`config.mk`:
```
export PLATFORM = sky130hd
export DESIGN_NAME = spnp_isqrt
export DESIGN_NICKNAME = d
export VERILOG_FILES = /design/src/rtl/core/spnp_pkg.sv /design/src/rtl/core/spnp_isqrt.sv
export SDC_FILE = /design/constraint.sdc
export NUM_CORES = 2
export LEC_CHECK = 0
export ABC_AREA = 1
export BUFFER_PORTS_ARGS = -buffer_cell sky130_fd_sc_hd__clkbuf_2
export CORE_MARGIN = 2
export CORE_UTILIZATION = 40
export CTS_CLUSTER_DIAMETER = 200
export DETAILED_ROUTE_END_ITERATION = 10
export PLACE_DENSITY = 0.66
export REMOVE_ABC_BUFFERS = 1
export SLEW_MARGIN = 20
export SYNTH_ARGS = -nofsm -noshare
export SYNTH_HDL_FRONTEND = slang
export SYNTH_SLANG_ARGS = --single-unit
```
`constraint.sdc`:
```
create_clock -name clock -period 5 [get_ports clock]
set_input_delay 0.25 -clock clock [delete_from_list [all_inputs] [get_ports clock]]
set_output_delay 0.25 -clock clock [all_outputs]
set_load 0.05 [all_outputs]
```
`src/rtl/core/spnp_pkg.sv`:
```
// Package for the sphere-point to nested-pixel mapper.
// Holds the fixed-point constants, field widths and the side-band struct
// shared by the front end, the square-root pipeline and the back end.
`default_nettype none

package spnp_pkg;

   // Field widths of the ports.
   localparam int unsigned ORDER_W = 4;
   localparam int unsigned PIX_W   = 30;
   localparam int unsigned FACE_W  = 4;

   // In-face edge indices are carried at the widest order the grid supports.
   localparam int unsigned EDGE_W  = 15;

   // Default for the highest resolution order.
   localparam int unsigned MAX_ORDER_DEFAULT = 13;

   // Fixed-point constants.
   localparam logic [30:0] TWO_PI_Q28      = 31'd1686629713;
   localparam logic [31:0] TWO_OVER_PI_Q32 = 32'd2734261102;
   localparam logic [30:0] TWO_THIRDS_Q30  = 31'd715827882;
   localparam logic [30:0] ONE_Q30         = 31'd1073741824;
   localparam logic [34:0] HALF_Q32        = 35'd2147483648;

   // Per-item side information that travels alongside the square root.
   typedef struct packed {
      logic              belt;      // point lies in the equatorial belt
      logic              north;     // z is non-negative
      logic [FACE_W-1:0] face;      // belt face
      logic [EDGE_W-1:0] ix;        // belt in-face x
      logic [EDGE_W-1:0] iy;        // belt in-face y
      logic [1:0]        ntt;       // polar sector
      logic [31:0]       tp;        // fractional part of the sector coordinate
   } spnp_side_type;

endpackage : spnp_pkg

`default_nettype wire

```
`src/rtl/core/spnp_isqrt.sv`:
```
// Pipelined integer square root of a 64-bit radicand, two result bits
// per stage, with the item's side information carried alongside.
// Depends on spnp_pkg.
`default_nettype none

module spnp_isqrt
   import spnp_pkg::*;
(
   input  wire logic          clock,
   input  wire logic          reset,
   input  wire logic          in_valid,
   input  wire logic [63:0]   radicand,
   input  spnp_side_type      side_in,
   output logic               out_valid,
   output logic [31:0]        root,
   output spnp_side_type      side_out
);

   localparam int unsigned STEPS  = 2;
   localparam int unsigned STAGES = 32 / STEPS;

   logic [STAGES-1:0] vld_ff;
   logic [63:0]       rad_ff  [STAGES];
   logic [34:0]       rem_ff  [STAGES];
   logic [31:0]       root_ff [STAGES];
   spnp_side_type     side_ff [STAGES];

   // Each stage retires STEPS restoring steps of the digit-by-digit root.
   for (genvar g = 0; g < STAGES; g++) begin : g_stage
      logic              vld_src;
      logic [63:0]       rad_src;
      logic [34:0]       rem_src;
      logic [31:0]       root_src;
      spnp_side_type     side_src;
      logic [63:0]       rad_in;
      logic [34:0]       rem_in;
      logic [31:0]       root_in;

      if (g == 0) begin : g_first
         assign vld_src  = in_valid;
         assign rad_src  = radicand;
         assign rem_src  = '0;
         assign root_src = '0;
         assign side_src = side_in;
      end else begin : g_next
         assign vld_src  = vld_ff[g-1];
         assign rad_src  = rad_ff[g-1];
         assign rem_src  = rem_ff[g-1];
         assign root_src = root_ff[g-1];
         assign side_src = side_ff[g-1];
      end

      always_comb begin
         logic [34:0] trial;
         rad_in  = rad_src;
         rem_in  = rem_src;
         root_in = root_src;
         for (int k = 0; k < STEPS; k++) begin
            rem_in = {rem_in[32:0], rad_in[63:62]};
            trial  = {1'b0, root_in, 2'b01};
            if (rem_in >= trial) begin
               rem_in  = rem_in - trial;
               root_in = {root_in[30:0], 1'b1};
            end else begin
               root_in = {root_in[30:0], 1'b0};
            end
            rad_in = {rad_in[61:0], 2'b00};
         end
      end

      always_ff @(posedge clock) begin
         if (reset) begin
            vld_ff[g] <= 1'b0;
         end else begin
            vld_ff[g] <= vld_src;
         end
      end

      always_ff @(posedge clock) begin
         rad_ff[g]  <= rad_in;
         rem_ff[g]  <= rem_in;
         root_ff[g] <= root_in;
         side_ff[g] <= side_src;
      end
   end

   assign out_valid = vld_ff[STAGES-1];
   assign root      = root_ff[STAGES-1];
   assign side_out  = side_ff[STAGES-1];

endmodule : spnp_isqrt

`default_nettype wire

```
==> flow_summary.toml <==
[run_status]
status = "completed"

[floorplanning]
die-area_sq_um = 260000
rows = 185
fp.dieW_um = 510
core_area_sq_um = 254000
initial_utilization_pct = 40.3
ios = 240
die_y_um = 510

[global_routing]
groute.usage.overall_pct = 21.3
grt_max_degree = 48
grt_pass1_wl_um = 441000
antenna_found_initial = 7
grt-ovfl-total = 0
grt_pass1_vias = 80900

[drt]
drtPass1Iterations = 7
drt_wl_total_um = 284000
drt_iter0_drc = 6203
viasPerCell = 4.87
wl_met2_um = 130000
antenna_left = 0
drc = 0
vias = 85600
top_layer = "met5"
wire_per_inst_um = 16.2
drt-met1-wl_um = 128000
wl_met3_um = 16500

[yosys]
avgSynthCellArea_sq_um = 7.73
synthFlopType = "dfxtp_1"
synth-edff-count = 0
synth-seq-cells = 2361
synthCells = 13200
synth_area_leader_cell = "dfxtp_1"
ys.warnings.count = 0
ys_seq_area_share_pct = 46.2
synthDistinctLibCells = 70
synthArstFlopShare_pct = 0
synth.area.top_cells = "dfxtp_1 46%, nand2_1 13%, ha_1 6.8%, inv_1 6.1%, nor2_1 4.7%"
syn_area_sq_um = 102000
synth.top_cell.area_share_pct = 46.2

[power]
clock_power_share_pct = 32.3
p_leak_nw = 57.9
pwr-share-comb_pct = 28.2
p_switching_mw = 20.1
peakVddDrop_mv = 0.383
sequentialPowerShare_pct = 39.4
swShare_pct = 35.0
finalPower_mw = 57.2
p_int_mw = 37.2
p_per_area_nw_per_um2 = 480

[clocking]
clkSinkCount = 2361
numCtsBuffers = 244
cts_buffer_depth = 4
cts-root-buf = "clkbuf_16"
worstSkewPairLatency_ns = 0.92
cts_tree = "done"
h-tree-depth = 4
clk_pin_slew_ns = 0.07

[placed_design]
gp_congestion = 0.981
post_dp_cell_area_sq_um = 108000
dp.cells = 16900
portBuffers = 239
dp_hpwl_um = 228000

[timing]
finalCritPeriodShare_pct = 94.4
skew_ns = 0.0992
drv_slew = 0
tightest_slew_ns = 0.834
relSlewSlack_pct = 43.9
setup_violations = 0
timing.fmax_mhz = 212
rsz0062_at_grt = "true"
finalHoldViolations = 0
period_minus_slack_ns = 4.72

[setup_path]
crit_top_cell = "nand2_1"
critPathKind = "reg2reg"
cp-start-kind = "register"
slowest_stage = "dfxtp_2"
crit_path_max_incr_delay_ns = 0.40
cp.arrival_ns = 5.56
worst_ep_required_time_ns = 5.84
critPathMaxFanout = 32
end_kind = "register"

[finish]
drive_gt1_share_pct = 9.06
fin_util_pct = 47.0
nets = 14700
nFillCells = 25400
finalNonFillerCells = 17600
design_area_sq_um = 119000
area_growth_pct = 16.7

[hold_path]
worstHoldPathType = "in2reg"

[run]
drv_cap = 0
cells by family (layout without fill, tap and decap cells):
family,after synthesis,count (layout),share of synthesized area (%)
multiplexers,1,1,0.00978
AO/OA/AOI/OAI,1709,1709,9.26
buffers and inverters,1864,2824,7.31
adder cells (fa/ha/maj),557,557,6.81
XOR/XNOR,502,502,4.31
AND/OR/NAND/NOR,6241,6241,26.1
flip-flops,2361,2361,46.2
other,1,9,0.00367
layer usage:
metal	track usage [%]	up-vias
met4	7.00	6
met1	28.0	38700
met5	0	-
met3	3.04	516
met2	35.7	2451
li1	-	44000
Yosys cell counts (all sizes together), types with 9 or more instances:
cell	instances
nand2	3495
dfxtp	2361
inv	1719
nor2	1377
nand3	825
o21ai	739
a21oi	721
ha	557
xnor2	276
xor2	226
nand4	195
nor3	177
buf	89
o21bai	63
a31oi	53
clkbuf	50
nand3b	47
nor4	47
o21a	39
or2	38
a21o	35
a21boi	16
and3	16
and2	14
a211oi	9
o211ai	9
worst max-delay path, delay by kind of cell (launching register included):
family | cells | cell delay (ns)
buffers and inverters | 8 | 0.92
flip-flops | 1 | 0.40
adder cells (fa/ha/maj) | 2 | 0.69
AO/OA/AOI/OAI | 7 | 1.12
AND/OR/NAND/NOR | 13 | 1.49
worst paths after layout:
path | start | endpoint | slack (ns) | cells after the start
setup / recovery | root_ff[1][82]$_DFF_P_ | rem_ff[1][110]$_DFF_P_ | 0.28 | 30
hold / removal | radicand[18] | rad_ff[0][18]$_DFF_P_ | 0.05 | 2
setup reg to reg | root_ff[1][82]$_DFF_P_ | rem_ff[1][110]$_DFF_P_ | 0.28 | 30
hold reg to reg | side_ff[1][227]$_DFF_P_ | side_ff[1][297]$_DFF_P_ | 0.27 | 0
registers in the layout, indices dropped and copies added (netlist names):
register         cells
out_valid            1
rad_ff             480
g_stage.vld_src     15
side_ff           1120
rem_ff             473
root_ff            272
stage by stage:
step	worst slack [ns]	hold slack [ns]	TNS, ns
after floorplan	0.354	0.278	0
after global placement	-0.288	0.309	-4.18
after detailed placement	-0.242	0.312	-1.96
after CTS	0.0191	0.000248	0
after global routing	-0.0133	0.000117	-0.0172
final	0.278	0.0540	0
cell type report:
type / instances / area [sq um] / share of cell area (%)
well taps: 3366 / 4210 / 3.53
clock inverters: 121 / 1570 / 1.31
flip-flops and latches: 2361 / 47300 / 39.6
repair buffers: 660 / 5240 / 4.39
multi-input cells: 9013 / 47800 / 40.0
clock buffers: 318 / 6770 / 5.67
inverters: 1725 / 6510 / 5.46
diodes: 6 / 15.0 / 0.0126
timing repair:
action                                  in CTS  in global routing
buffers inserted                             0                 11
endpoints found under the setup margin      47                147
pin swaps                                    0                  7
hold endpoints to repair                   156                  1
hold buffers                               252                  1
gates resized for setup                     11                 86
power groups by stage:
stage               clock network, mW  logic (mW)  registers (mW)
finish                           18.5        16.2            22.6
floorplan                           0        11.5            22.3
CTS                              19.1        15.9            22.6
global route                     19.9        18.1            22.8
detailed placement                  0        15.7            23.0
global placement                    0        15.7            23.0
cells in the final DEF, fill, tap and decap left out, types with 147 or more instances in the layout:
cell	count
o21ai_0	587
clkbuf_2	239
ha_1	546
nor3_1	161
dlygate4sd3_1	253
nand3_1	777
buf_4	147
clkbuf_16	246
inv_1	1672
xor2_1	225
nand4_1	195
nor2_1	1258
a21oi_1	650
dfxtp_1	2340
xnor2_1	275
nand2_1	3418
Power figures use the tool's default switching activity.
