<file path="config.mk">
export PLATFORM = sky130hd
export DESIGN_NAME = spnp_back
export DESIGN_NICKNAME = d
export VERILOG_FILES = /design/src/rtl/core/spnp_pkg.sv /design/src/rtl/core/spnp_back.sv
export SDC_FILE = /design/constraint.sdc
export NUM_CORES = 2
export LEC_CHECK = 0
export BUFFER_PORTS_ARGS = -buffer_cell sky130_fd_sc_hd__buf_2
export CAP_MARGIN = 20
export CORE_MARGIN = 8
export CORE_UTILIZATION = 46
export DETAILED_ROUTE_END_ITERATION = 8
export MAX_ROUTING_LAYER = met4
export PLACE_DENSITY = 0.69
export SLEW_MARGIN = 0
export SYNTH_ARGS = -nofsm -noshare
export SYNTH_HDL_FRONTEND = slang
export SYNTH_SLANG_ARGS = --single-unit
export TNS_END_PERCENT = 10
</file>
<file path="constraint.sdc">
create_clock -name clock -period 25 [get_ports clock]
set_input_delay 5 -clock clock [delete_from_list [all_inputs] [get_ports clock]]
set_output_delay 5 -clock clock [all_outputs]
set_load 0.005 [all_outputs]
</file>
<file path="src/rtl/core/spnp_pkg.sv">
// Package for the sphere-point to nested-pixel mapper.
// Holds the fixed-point constants, field widths and the side-band struct
// shared by the front end, the square-root pipeline and the back end.
`default_nettype none

package spnp_pkg;

   // Field widths of the ports.
   localparam int unsigned ORDER_W = 4;
   localparam int unsigned PIX_W   = 30;
   localparam int unsigned FACE_W  = 4;

   // In-face edge indices are carried at the widest order the grid supports.
   localparam int unsigned EDGE_W  = 15;

   // Default for the highest resolution order.
   localparam int unsigned MAX_ORDER_DEFAULT = 13;

   // Fixed-point constants.
   localparam logic [30:0] TWO_PI_Q28      = 31'd1686629713;
   localparam logic [31:0] TWO_OVER_PI_Q32 = 32'd2734261102;
   localparam logic [30:0] TWO_THIRDS_Q30  = 31'd715827882;
   localparam logic [30:0] ONE_Q30         = 31'd1073741824;
   localparam logic [34:0] HALF_Q32        = 35'd2147483648;

   // Per-item side information that travels alongside the square root.
   typedef struct packed {
      logic              belt;      // point lies in the equatorial belt
      logic              north;     // z is non-negative
      logic [FACE_W-1:0] face;      // belt face
      logic [EDGE_W-1:0] ix;        // belt in-face x
      logic [EDGE_W-1:0] iy;        // belt in-face y
      logic [1:0]        ntt;       // polar sector
      logic [31:0]       tp;        // fractional part of the sector coordinate
   } spnp_side_type;

endpackage : spnp_pkg

`default_nettype wire

</file>
<file path="src/rtl/core/spnp_back.sv">
// Back end of the mapper: polar edge indices from the square root,
// selection between belt and caps, and bit interleaving into the index.
// Depends on spnp_pkg.
`default_nettype none

module spnp_back
   import spnp_pkg::*;
(
   input  wire logic               clock,
   input  wire logic               reset,
   input  wire logic [ORDER_W-1:0] order,
   input  wire logic               in_valid,
   input  wire logic [31:0]        root,
   input  spnp_side_type           side,
   output logic                    out_valid,
   output logic [PIX_W-1:0]        pixel_number
);

   // Stage 1: fractional sector position times the scaled root.
   logic               b1_valid_ff;
   logic [63:0]        b1_prod_ff;
   logic [31:0]        b1_root_ff;
   spnp_side_type      b1_side_ff;

   always_ff @(posedge clock) begin
      if (reset) begin
         b1_valid_ff <= 1'b0;
      end else begin
         b1_valid_ff <= in_valid;
      end
   end

   always_ff @(posedge clock) begin
      b1_prod_ff <= side.tp * root;
      b1_root_ff <= root;
      b1_side_ff <= side;
   end

   // Stage 2: polar edge indices and the choice of face, x and y.
   // The product stays below 2^64, so neither edge index can reach nside.
   logic [63:0]        jm_full;
   logic [ORDER_W-1:0] drop2;
   logic [EDGE_W-1:0]  mask2, jp2, jm2;
   logic [FACE_W-1:0]  face2_in;
   logic [EDGE_W-1:0]  ix2_in, iy2_in;

   logic               b2_valid_ff;
   logic [FACE_W-1:0]  b2_face_ff;
   logic [EDGE_W-1:0]  b2_ix_ff, b2_iy_ff;

   always_comb begin
      jm_full = {b1_root_ff, 32'd0} - b1_prod_ff;
      drop2   = ORDER_W'(EDGE_W) - order;
      mask2   = (EDGE_W'(1) << order) - EDGE_W'(1);
      jp2     = b1_prod_ff[63 -: EDGE_W] >> drop2;
      jm2     = jm_full[63 -: EDGE_W] >> drop2;
      if (b1_side_ff.belt) begin
         face2_in = b1_side_ff.face;
         ix2_in   = b1_side_ff.ix;
         iy2_in   = b1_side_ff.iy;
      end else if (b1_side_ff.north) begin
         face2_in = FACE_W'(b1_side_ff.ntt);
         ix2_in   = jm2 ^ mask2;
         iy2_in   = jp2 ^ mask2;
      end else begin
         face2_in = FACE_W'(b1_side_ff.ntt) + FACE_W'(8);
         ix2_in   = jp2;
         iy2_in   = jm2;
      end
   end

   always_ff @(posedge clock) begin
      if (reset) begin
         b2_valid_ff <= 1'b0;
      end else begin
         b2_valid_ff <= b1_valid_ff;
      end
   end

   always_ff @(posedge clock) begin
      b2_face_ff <= face2_in;
      b2_ix_ff   <= ix2_in;
      b2_iy_ff   <= iy2_in;
   end

   // Stage 3: x on even bits, y on odd bits, face above them.
   logic [PIX_W-1:0] inter3;
   logic [PIX_W-1:0] pixel_in;

   always_comb begin
      inter3 = '0;
      for (int b = 0; b < EDGE_W; b++) begin
         inter3[2*b]   = b2_ix_ff[b];
         inter3[2*b+1] = b2_iy_ff[b];
      end
      pixel_in = (PIX_W'(b2_face_ff) << {order, 1'b0}) + inter3;
   end

   always_ff @(posedge clock) begin
      if (reset) begin
         out_valid <= 1'b0;
      end else begin
         out_valid <= b2_valid_ff;
      end
   end

   always_ff @(posedge clock) begin
      pixel_number <= pixel_in;
   end

endmodule : spnp_back

`default_nettype wire

</file>
==> impl_results.md <==
- Die height: about 320 µm
- Remaining antenna violation count after routing: 0
- Worst slew pin tran: around 1.1 ns
- Core Box Area: 0.0917 mm²
- Remaining DRCs: 0
- Most used standard cells in the synthesized netlist: inv_1, fa_1, and2_1, nand2_1, ha_1
- Clock tree buffer depth: 3
- Standard-cell rows: roughly 110
- Initial cell density of the core: 46.4%
- Global-route wire length before repair: about 190 mm
- Most common cell on crit path: fa_1
- Number of instances in the synthesized netlist: approximately 4700
- Area growth from synthesis to layout: 5.10%
- Critical Path End Type: flop
- Largest net degree at the start of global routing: 57
- Class of the worst hold path: flop to flop
- Post-Route Skew: between 0.02 and 0.03 ns
- Number of top-level pins: 140
- Startpoint-to-endpoint class of the critical path: input port to flop
- Share of final-layout standard cells stronger than drive strength 1: between 5 and 6%
- Highest attainable clock frequency: approximately 0.077 GHz
- Number of buffers inserted by port buffering: about 140
- Count of synthesis-stage warnings from yosys: 0
- Tightest hold margin: roughly 0.44 ns
- Number of buffers added for setup after CTS: 0
- Fraction of the cycle the final worst path needs: 51.9%
- Placed wire-length estimate: 87.7 mm
- Total of hold buffers inserted after clock tree synthesis: 0
- DIE AREA: a little over 0.1 mm²
- Min Clock Period, post-route: approximately 13 ns
- Post_cts resized: 0
- Library cell with the largest summed area after synthesis: fa_1
- Pre-antenna DRT Iters: 6
- TritonCTS clock tree: built
- Number of failing hold endpoints at the final stage: 0
- Total via count after detailed routing: roughly 32000
- Ranking of synthesized cells by area: fa_1, ha_1, dfxtp_1
- Clock Tree Root: clkbuf_16
- Max Slew Vio Count: 0
- Average cell area after synthesis: just over 9 µm²
- X dimension of the die: 320 µm
- Min setup slack post-route: roughly 12 ns
- CP max stage cell: buf_2
- Unrepaired setup endpoints after global routing: false
- Final global-route overflow total: 0
- # Max-Cap Violations: 0
- DR WL/cell: between 20 and 25 µm
- Remaining max-slew budget at the tightest pin: about a quarter
- Required time of the critical path: between 20 and 30 ns
- CP max stage delay: 0.79 ns
- Final RePlAce weighted congestion: 0.952
- Dominant cell by count in the synthesized netlist: inv_1
- CP arrival: 13.46 ns
- Sequential cell area fraction in the yosys report: 9.47%
- Largest driver fanout on the critical path: 33
- CTS H-tree depth: 1
- Post-CTS clock slew at the launch and capture registers of the worst setup and hold paths: 0.06 ns
- Antenna violations before repair: 8
- Share of Yosys cell area claimed by the top area cell type: a little over two fifths
- Synth cell types: around 80
- Syn Std Cell Area: ~0.042 mm²
- Final sum of negative setup slack: 0 ns
- Synthesized flop and latch total: 201
- Number of nets in the layout: around 6000
- Total wire length: ~120 mm
- Result of the run: complete, no violations
- Fraction of synthesis flops using an asynchronous set or reset pin: 0%
- Main synth FF type: dfxtp_1
- Critical Path Source Type: input port
- Number of global-route vias before repair: between 30000 and 40000
- TritonCTS sink count: 201
- EDFF count, synth: 0
- Number of clock buffers inserted by TritonCTS: 22
- Combined global-route utilization of all metal layers: around a quarter
- Post-layout util: 48.7%
- Count of final setup violators: 0
- Drt initial violations: slightly below 3000
- Clk Latency, worst-skew pair: approximately 0.54 ns
- Via/cell ratio: 5.44
- Synthesized Nets: 6016
- Worst setup slack before clock tree synthesis: 11.61 ns
==> worst max-delay path: cells and delay by family <==
kind | cells | cell delay (ns)
adders and majority gates | 9 | 4.26
AOI/OAI and AO/OA | 6 | 1.65
and+or+nand+nor | 6 | 1.31
buffers and inverters | 8 | 1.17
==> path summary, 6_finish.rpt <==
path              slack, ns  cells past startpoint            from             end
setup reg to reg      20.60                     13  b1_prod_ff[53]     b2_ix_ff[2]
hold / removal         0.44                      2  b1_side_ff[46]    b2_iy_ff[12]
setup / recovery      12.02                     29         root[8]  b1_prod_ff[62]
hold reg to reg        0.44                      2  b1_side_ff[46]    b2_iy_ff[12]
==> per-layer routing <==
layer  track usage [%]  vias up  wire length [µm]
met5                 -        -                 0
met4              5.95        0              3160
met1              32.9    16000             50400
met2              36.1     1458             52700
li1                  -    14100                 -
met3              5.06      209             12600
==> registers in the layout (all words and copies together) (netlist names) <==
name and cells:
b1_prod_ff 64, b1_side_ff 38, b1_root_ff 32, pixel_number 30, b2_ix_ff 15, b2_iy_ff 15, b2_face_ff 4, b1_valid_ff 1
b2_valid_ff 1, out_valid 1
==> per-stage QoR <==
step / instance area [µm²] / cells
2_1_floorplan: 42500 / 4686
3_3_place_gp: 43900 / 5796
3_5_place_dp: 43900 / 5796
4_1_cts: 44700 / 5834
5_1_grt: 44700 / 5834
6_report: 44700 / 5836
==> logic make-up after synthesis <==
family          Yosys count  share of synthesized area [%]
mux                      45                           1.25
xor+xnor                110                           2.27
buf+inv                1184                           10.5
fa+ha+maj              1221                           51.8
simple gates           1444                           17.3
compound gates          481                           7.43
flops                   201                           9.47
==> cells in the final DEF, fill, tap and decap left out, types with 30 or more instances in the layout <==
cell type,n
a21o_1,76
a21oi_1,130
and2_1,593
buf_2,139
dfxtp_1,200
fa_1,897
ha_1,324
inv_1,944
nand2_1,551
nor2_1,113
nor3_1,38
o21ai_0,101
xnor2_1,80
xor2_1,30
==> final cells by class <==
cell class / count / area, µm²
Inverter: 945 / 3550
Clock buffer: 28 / 603
Sequential cell: 201 / 4030
Clock inverter: 10 / 106
Antenna cell: 2 / 5.00
Tap cell: 1186 / 1480
Fill cell: 8750 / 47000
Multi-Input combinational cell: 3301 / 34000
Timing Repair Buffer: 163 / 876
Power is left out: the tool's default activity adds up to more than one toggle a clock period on the data nets, which glitch-free logic cannot reach.
