File: src/rtl/core/spnp_pkg.sv
// Package for the sphere-point to nested-pixel mapper.
// Holds the fixed-point constants, field widths and the side-band struct
// shared by the front end, the square-root pipeline and the back end.
`default_nettype none

package spnp_pkg;

   // Field widths of the ports.
   localparam int unsigned ORDER_W = 4;
   localparam int unsigned PIX_W   = 30;
   localparam int unsigned FACE_W  = 4;

   // In-face edge indices are carried at the widest order the grid supports.
   localparam int unsigned EDGE_W  = 15;

   // Default for the highest resolution order.
   localparam int unsigned MAX_ORDER_DEFAULT = 13;

   // Fixed-point constants.
   localparam logic [30:0] TWO_PI_Q28      = 31'd1686629713;
   localparam logic [31:0] TWO_OVER_PI_Q32 = 32'd2734261102;
   localparam logic [30:0] TWO_THIRDS_Q30  = 31'd715827882;
   localparam logic [30:0] ONE_Q30         = 31'd1073741824;
   localparam logic [34:0] HALF_Q32        = 35'd2147483648;

   // Per-item side information that travels alongside the square root.
   typedef struct packed {
      logic              belt;      // point lies in the equatorial belt
      logic              north;     // z is non-negative
      logic [FACE_W-1:0] face;      // belt face
      logic [EDGE_W-1:0] ix;        // belt in-face x
      logic [EDGE_W-1:0] iy;        // belt in-face y
      logic [1:0]        ntt;       // polar sector
      logic [31:0]       tp;        // fractional part of the sector coordinate
   } spnp_side_type;

endpackage : spnp_pkg

`default_nettype wire

File: src/rtl/core/spnp_front.sv
// Front end of the mapper: longitude reduction, scaling to sector units,
// the belt edge-line indices and the radicand for the polar caps.
// Depends on spnp_pkg.
`default_nettype none

module spnp_front
   import spnp_pkg::*;
(
   input  wire logic               clock,
   input  wire logic               reset,
   input  wire logic [ORDER_W-1:0] order,
   input  wire logic               in_valid,
   input  wire logic signed [31:0] z_cos_theta,
   input  wire logic signed [31:0] phi_radians,
   output logic                    out_valid,
   output logic [63:0]             radicand,
   output spnp_side_type           side
);

   // Stage 1: |z| saturated to one, phi reduced into [0, 2pi).
   logic signed [32:0] z_ext;
   logic signed [32:0] za_full;
   logic [30:0]        za1_in;
   logic signed [33:0] p0, p_minus, p_plus, p_plus2;
   logic [30:0]        p1_in;

   logic               s1_valid_ff;
   logic [30:0]        s1_za_ff;
   logic               s1_neg_ff;
   logic [30:0]        s1_p_ff;

   always_comb begin
      z_ext   = {z_cos_theta[31], z_cos_theta};
      za_full = z_cos_theta[31] ? -z_ext : z_ext;
      za1_in  = (za_full > $signed({2'b00, ONE_Q30})) ? ONE_Q30 : za_full[30:0];
      p0      = {{2{phi_radians[31]}}, phi_radians};
      p_minus = p0 - $signed({3'b000, TWO_PI_Q28});
      p_plus  = p0 + $signed({3'b000, TWO_PI_Q28});
      p_plus2 = p_plus + $signed({3'b000, TWO_PI_Q28});
      if (p0 < 0) begin
         p1_in = (p_plus < 0) ? p_plus2[30:0] : p_plus[30:0];
      end else begin
         p1_in = (p_minus >= 0) ? p_minus[30:0] : p0[30:0];
      end
   end

   always_ff @(posedge clock) begin
      if (reset) begin
         s1_valid_ff <= 1'b0;
      end else begin
         s1_valid_ff <= in_valid;
      end
   end

   always_ff @(posedge clock) begin
      s1_za_ff  <= za1_in;
      s1_neg_ff <= z_cos_theta[31];
      s1_p_ff   <= p1_in;
   end

   // Stage 2: scale phi by 2/pi, form 3z for the belt and 3(1-|z|) for the caps.
   logic [62:0]        prod2;
   logic [33:0]        tt2_in;
   logic signed [31:0] zsat;
   logic signed [33:0] zs2_in;
   logic [30:0]        d2;
   logic [32:0]        d3_2;

   logic               s2_valid_ff;
   logic [33:0]        s2_tt_ff;
   logic               s2_belt_ff;
   logic               s2_neg_ff;
   logic signed [33:0] s2_zs_ff;
   logic [29:0]        s2_d3_ff;

   always_comb begin
      prod2  = s1_p_ff * TWO_OVER_PI_Q32;
      tt2_in = prod2[61:28];
      zsat   = s1_neg_ff ? -$signed({1'b0, s1_za_ff}) : $signed({1'b0, s1_za_ff});
      zs2_in = ($signed({{2{zsat[31]}}, zsat}) <<< 1) + $signed({{2{zsat[31]}}, zsat});
      d2     = ONE_Q30 - s1_za_ff;
      d3_2   = ({2'b00, d2} << 1) + {2'b00, d2};
   end

   always_ff @(posedge clock) begin
      if (reset) begin
         s2_valid_ff <= 1'b0;
      end else begin
         s2_valid_ff <= s1_valid_ff;
      end
   end

   always_ff @(posedge clock) begin
      s2_tt_ff   <= tt2_in;
      s2_belt_ff <= (s1_za_ff <= TWO_THIRDS_Q30);
      s2_neg_ff  <= s1_neg_ff;
      s2_zs_ff   <= zs2_in;
      s2_d3_ff   <= d3_2[29:0];
   end

   // Stage 3: belt edge lines, face and in-face indices; polar sector split.
   logic signed [35:0] a36, zs36, sm, sp;
   logic [2:0]         ifp, ifm;
   logic [FACE_W-1:0]  face3;
   logic [EDGE_W-1:0]  mask3, jp_low, jm_low;
   logic [ORDER_W-1:0] drop3;
   spnp_side_type      side3_in;

   always_comb begin
      a36    = $signed({1'b0, HALF_Q32 + {1'b0, s2_tt_ff}});
      zs36   = {{2{s2_zs_ff[33]}}, s2_zs_ff};
      sm     = a36 - zs36;
      sp     = a36 + zs36;
      ifp    = sm[34:32];
      ifm    = sp[34:32];
      drop3  = ORDER_W'(EDGE_W) - order;
      mask3  = (EDGE_W'(1) << order) - EDGE_W'(1);
      jp_low = sm[31 -: EDGE_W] >> drop3;
      jm_low = sp[31 -: EDGE_W] >> drop3;
      if (ifp == ifm) begin
         face3 = (ifp == 3'd4) ? FACE_W'(4) : FACE_W'(ifp) + FACE_W'(4);
      end else if (ifp < ifm) begin
         face3 = FACE_W'(ifp);
      end else begin
         face3 = FACE_W'(ifm) + FACE_W'(8);
      end
      side3_in.belt  = s2_belt_ff;
      side3_in.north = !s2_neg_ff;
      side3_in.face  = face3;
      side3_in.ix    = jm_low;
      side3_in.iy    = jp_low ^ mask3;
      side3_in.ntt   = s2_tt_ff[33:32];
      side3_in.tp    = s2_tt_ff[31:0];
   end

   always_ff @(posedge clock) begin
      if (reset) begin
         out_valid <= 1'b0;
      end else begin
         out_valid <= s2_valid_ff;
      end
   end

   always_ff @(posedge clock) begin
      side     <= side3_in;
      radicand <= {s2_d3_ff, 34'd0};
   end

endmodule : spnp_front

`default_nettype wire

File: config.mk
export PLATFORM = sky130hd
export DESIGN_NAME = spnp_front
export DESIGN_NICKNAME = d
export VERILOG_FILES = /design/src/rtl/core/spnp_pkg.sv /design/src/rtl/core/spnp_front.sv
export SDC_FILE = /design/constraint.sdc
export NUM_CORES = 2
export LEC_CHECK = 0
export BUFFER_PORTS_ARGS = -buffer_cell sky130_fd_sc_hd__buf_2
export CAP_MARGIN = 30
export CORE_MARGIN = 2
export CORE_UTILIZATION = 49
export DETAILED_ROUTE_END_ITERATION = 12
export GPL_TIMING_DRIVEN = 1
export MAX_ROUTING_LAYER = met4
export PLACE_DENSITY_LB_ADDON = 0.08
export SETUP_SLACK_MARGIN = 0.5
export SKIP_LAST_GASP = 1
export SLEW_MARGIN = 0
export SYNTH_ARGS = -nofsm -noshare
export SYNTH_HDL_FRONTEND = slang
export SYNTH_SLANG_ARGS = --single-unit
export TNS_END_PERCENT = 1
File: constraint.sdc
create_clock -name clock -period 12.55 [get_ports clock]
set_clock_uncertainty 0.05 [all_clocks]
set_input_delay 1.255 -clock clock [delete_from_list [all_inputs] [get_ports clock]]
set_output_delay 1.255 -clock clock [all_outputs]
set_load 0.02 [all_outputs]
==> metrics.md <==
| Metric | Value |
|---|---|
| Worst endpoint required time | 13.01 ns |
| Worst-Skew Late Latency | 0.59 ns |
| Total clock buffers created by CTS | 30 |
| Average size of a mapped cell | 9.11 um2 |
| Flop and latch count out of synthesis | 265 |
| Die H | around 270 um |
| Crit path arrival time | 8.54 ns |
| Cell variety after synth | 118 |
| Floorplan Core Area | slightly below 0.07 mm2 |
| Antenna violations before repair | 4 |
| Clock tree root buffer cell | sky130_fd_sc_hd__clkbuf_16 |
| Max-slew violations | 0 |
| Relative slew slack | 34.0% |
| Synthesized instance count | 3715 |
| Timing-limited maximum frequency | 0.124 GHz |
| Max stage delay on crit path | 0.58 ns |
| Number of standard-cell rows in the floorplan | 96 |
| Ordered list of cells on the worst path | inv_1 > fa_1 > fa_1 > inv_1 > fa_1 > ha_1 > fa_1 > fa_1 > fa_1 > inv_1 > fa_1 > inv_1 > ha_1 > nand4_1 > nor2_1 > a22oi_1 > and3_1 > a21oi_1 > o41a_1 > a221oi_1 > o31ai_1 > a211o_1 > a21oi_1 > xnor2_1 |
| Count of nets after finishing | 4792 |
| Accumulated negative setup slack | 0 ns |
| Global placement routability congestion | about 0.9 |
| Number of failing setup endpoints in the final timing report | 0 |
| Clock-pin slew of the registers on the worst-case setup and hold paths | 0.07 ns |
| Relative area change from synthesis to final layout | 7.07% |
| Max_cap viols | 0 |
| Clock net sink count | 265 |
| DP HPWL | ~74 mm |
| Overall fraction of global-route tracks in use | 25.1% |
| Floorplan die area | 0.0712 mm2 |
| DR WL/cell | 18.1 um |
| Final core utilization | ~53% |
| Horizontal die dimension | 267 um |
| Most common cell after layout, fill and taps aside | sky130_fd_sc_hd__inv_1 |
| Via count of the first global-routing pass | around 24000 |
| Post-layout minimum cycle time | 8.08 ns |
| Final cycle utilization of the critical path | between 60% and 70% |
| Initial cell density of the core | roughly 49% |
| Routed vias/inst | 5.31 |
| Post-CTS Setup Bufs | 0 |
| Sequential cell area fraction in the yosys report | 15.7% |
| Slowest cell on the critical path | sky130_fd_sc_hd__dfxtp_1 |
| Yosys synthesis warning count | 0 |
| Share of final-layout standard cells stronger than drive strength 1 | approximately 7.9% |
| Crit-path max FO | 7 |
| Area of the mapped netlist | 0.0339 mm2 |
| Count of buffers inserted at the top-level ports | 171 |
| Kind of cell adding the most delay to the critical path | adder cells |
| Aggregate routed wire length | 85.8 mm |
| Unrepaired setup endpoints after global routing | no |
| Post-CTS resize count | 0 |
| CTS tree | yes |
| Count of nets left with antenna violations after detail routing | 0 |
| Commonest cells after routing, fill and taps aside | sky130_fd_sc_hd__inv_1, sky130_fd_sc_hd__ha_1, sky130_fd_sc_hd__fa_1 |
| Kind of critical path | register to register |
| Global-route congestion overflow total | 0 |
| DRT iter0 DRCs | 1610 |
| Library cell appearing most often on the critical path | sky130_fd_sc_hd__fa_1 |
| Run status | complete, no violations |
| Remaining design rule violation count | 0 |
| Maximum number of pins on one net before global-route repair | between 70 and 80 |
| Worst min-delay path category | register to register |
| Flip-flop cell with the highest count after synthesis | sky130_fd_sc_hd__dfxtp_1 |
| Async S/R FF share, synth | 0% |
| Clock tree buffer depth | 3 |
| Deepest level of the CTS H-tree | 1 |
| Worst hold margin | 0.269 ns |
| EDFF count, synth | 0 |
| Wire length of the first global-routing pass | 135 mm |
| Number of detailed-route iterations in the first pass | 5 |
| Number of hold-slack violations in the final timing report | 0 |
| Buffer and inverter count on the worst path | 4 |
| Capturing element type of the critical path | register |
| Hold_buf cts | 0 |
| DR vias | 25100 |
| Sort of element at the start of the critical path | register |
| I/O pin count | 206 |
| Slew at the pin closest to its max-slew limit | 0.989 ns |
[routing by layer]
layer	routed length [um]	GRT usage (%)
met1	43400	38.1
met2	36200	35.6
met3	4830	3.63
met4	1390	4.02
met5	0	-
[sequential cells by signal, indices dropped and copies added (netlist names)]
signal / count
side: 70
s2_tt_ff: 34
s2_zs_ff: 33
s1_p_ff: 31
s1_za_ff: 31
radicand: 30
s2_d3_ff: 30
out_valid: 1
s1_neg_ff: 1
s1_valid_ff: 1
s2_belt_ff: 1
s2_neg_ff: 1
s2_valid_ff: 1
[path summary, 6_finish.rpt]
path,start,endpoint,slack (ns),cells past startpoint
worst max-delay path,s1_p_ff[6],s2_tt_ff[33],4.47,24
worst min-delay path,s2_d3_ff[15],radicand[49],0.27,0
worst max register to register,s1_p_ff[6],s2_tt_ff[33],4.47,24
worst min register to register,s2_d3_ff[15],radicand[49],0.27,0
[kinds of logic (layout without fill, tap and decap cells)]
kind of cell    Yosys count  after routing  synth area share (%)
compound gates          646            646                  12.9
xor+xnor                266            266                  6.88
fa+ha+maj               902            902                  42.3
buf+inv                 885            980                  10.4
flops                   265            265                  15.7
mux                      34             34                  1.15
other cells               1             36                0.0111
simple gates            716            716                  10.7
[area by class of cell]
cell class | count | area, um2
fillers | 6492 | 32200
multi-input cells | 2598 | 25200
flip-flops and latches | 265 | 5310
inverters | 748 | 2810
well taps | 882 | 1100
repair buffers | 176 | 893
clock buffers | 38 | 811
clock inverters | 18 | 153
diodes | 2 | 5.00
[stage by stage]
stage	std cells	instance area (um2)	worst slack (ns)
after global routing	4727	36200	3.90
after global placement	4669	35300	4.55
after floorplan	3748	34000	5.12
after CTS	4725	36200	4.42
after detailed placement	4669	35300	4.48
final	4727	36200	4.47
[synth_stat cells (8+ instances only)]
master | instances | area (um2)
sky130_fd_sc_hd__a211o_1 | 8 | 70.1
sky130_fd_sc_hd__inv_1 | 746 | 2800
sky130_fd_sc_hd__buf_2 | 9 | 45.0
sky130_fd_sc_hd__o21ai_0 | 131 | 656
sky130_fd_sc_hd__or3_1 | 31 | 194
sky130_fd_sc_hd__dfxtp_1 | 265 | 5310
sky130_fd_sc_hd__ha_1 | 497 | 6220
sky130_fd_sc_hd__and2_1 | 12 | 75.1
sky130_fd_sc_hd__fa_1 | 405 | 8110
sky130_fd_sc_hd__nor4_1 | 23 | 144
sky130_fd_sc_hd__a31o_2 | 11 | 96.3
sky130_fd_sc_hd__xnor2_1 | 172 | 1510
sky130_fd_sc_hd__a211oi_1 | 29 | 218
sky130_fd_sc_hd__nor3_1 | 75 | 375
sky130_fd_sc_hd__mux2_2 | 8 | 90.1
sky130_fd_sc_hd__o211ai_1 | 9 | 67.6
sky130_fd_sc_hd__nand2b_1 | 31 | 194
sky130_fd_sc_hd__o21a_1 | 27 | 203
sky130_fd_sc_hd__a31oi_1 | 18 | 113
sky130_fd_sc_hd__a21oi_1 | 173 | 866
sky130_fd_sc_hd__nor2_1 | 181 | 679
sky130_fd_sc_hd__o21bai_1 | 18 | 135
sky130_fd_sc_hd__nor2b_1 | 40 | 250
sky130_fd_sc_hd__xor2_1 | 94 | 823
sky130_fd_sc_hd__clkbuf_1 | 80 | 300
sky130_fd_sc_hd__or2_2 | 11 | 68.8
sky130_fd_sc_hd__o211a_1 | 11 | 110
sky130_fd_sc_hd__nand4_1 | 30 | 188
sky130_fd_sc_hd__buf_4 | 38 | 285
sky130_fd_sc_hd__a21o_1 | 45 | 338
sky130_fd_sc_hd__nand3_1 | 41 | 205
sky130_fd_sc_hd__and3_1 | 15 | 93.8
sky130_fd_sc_hd__a221oi_1 | 8 | 70.1
sky130_fd_sc_hd__o31ai_1 | 34 | 255
sky130_fd_sc_hd__nand2_1 | 167 | 627
sky130_fd_sc_hd__mux2i_1 | 23 | 230
sky130_fd_sc_hd__a21boi_0 | 10 | 75.1
Power is left out: the tool's default activity adds up to more than one toggle a clock period on the data nets, which glitch-free logic cannot reach.
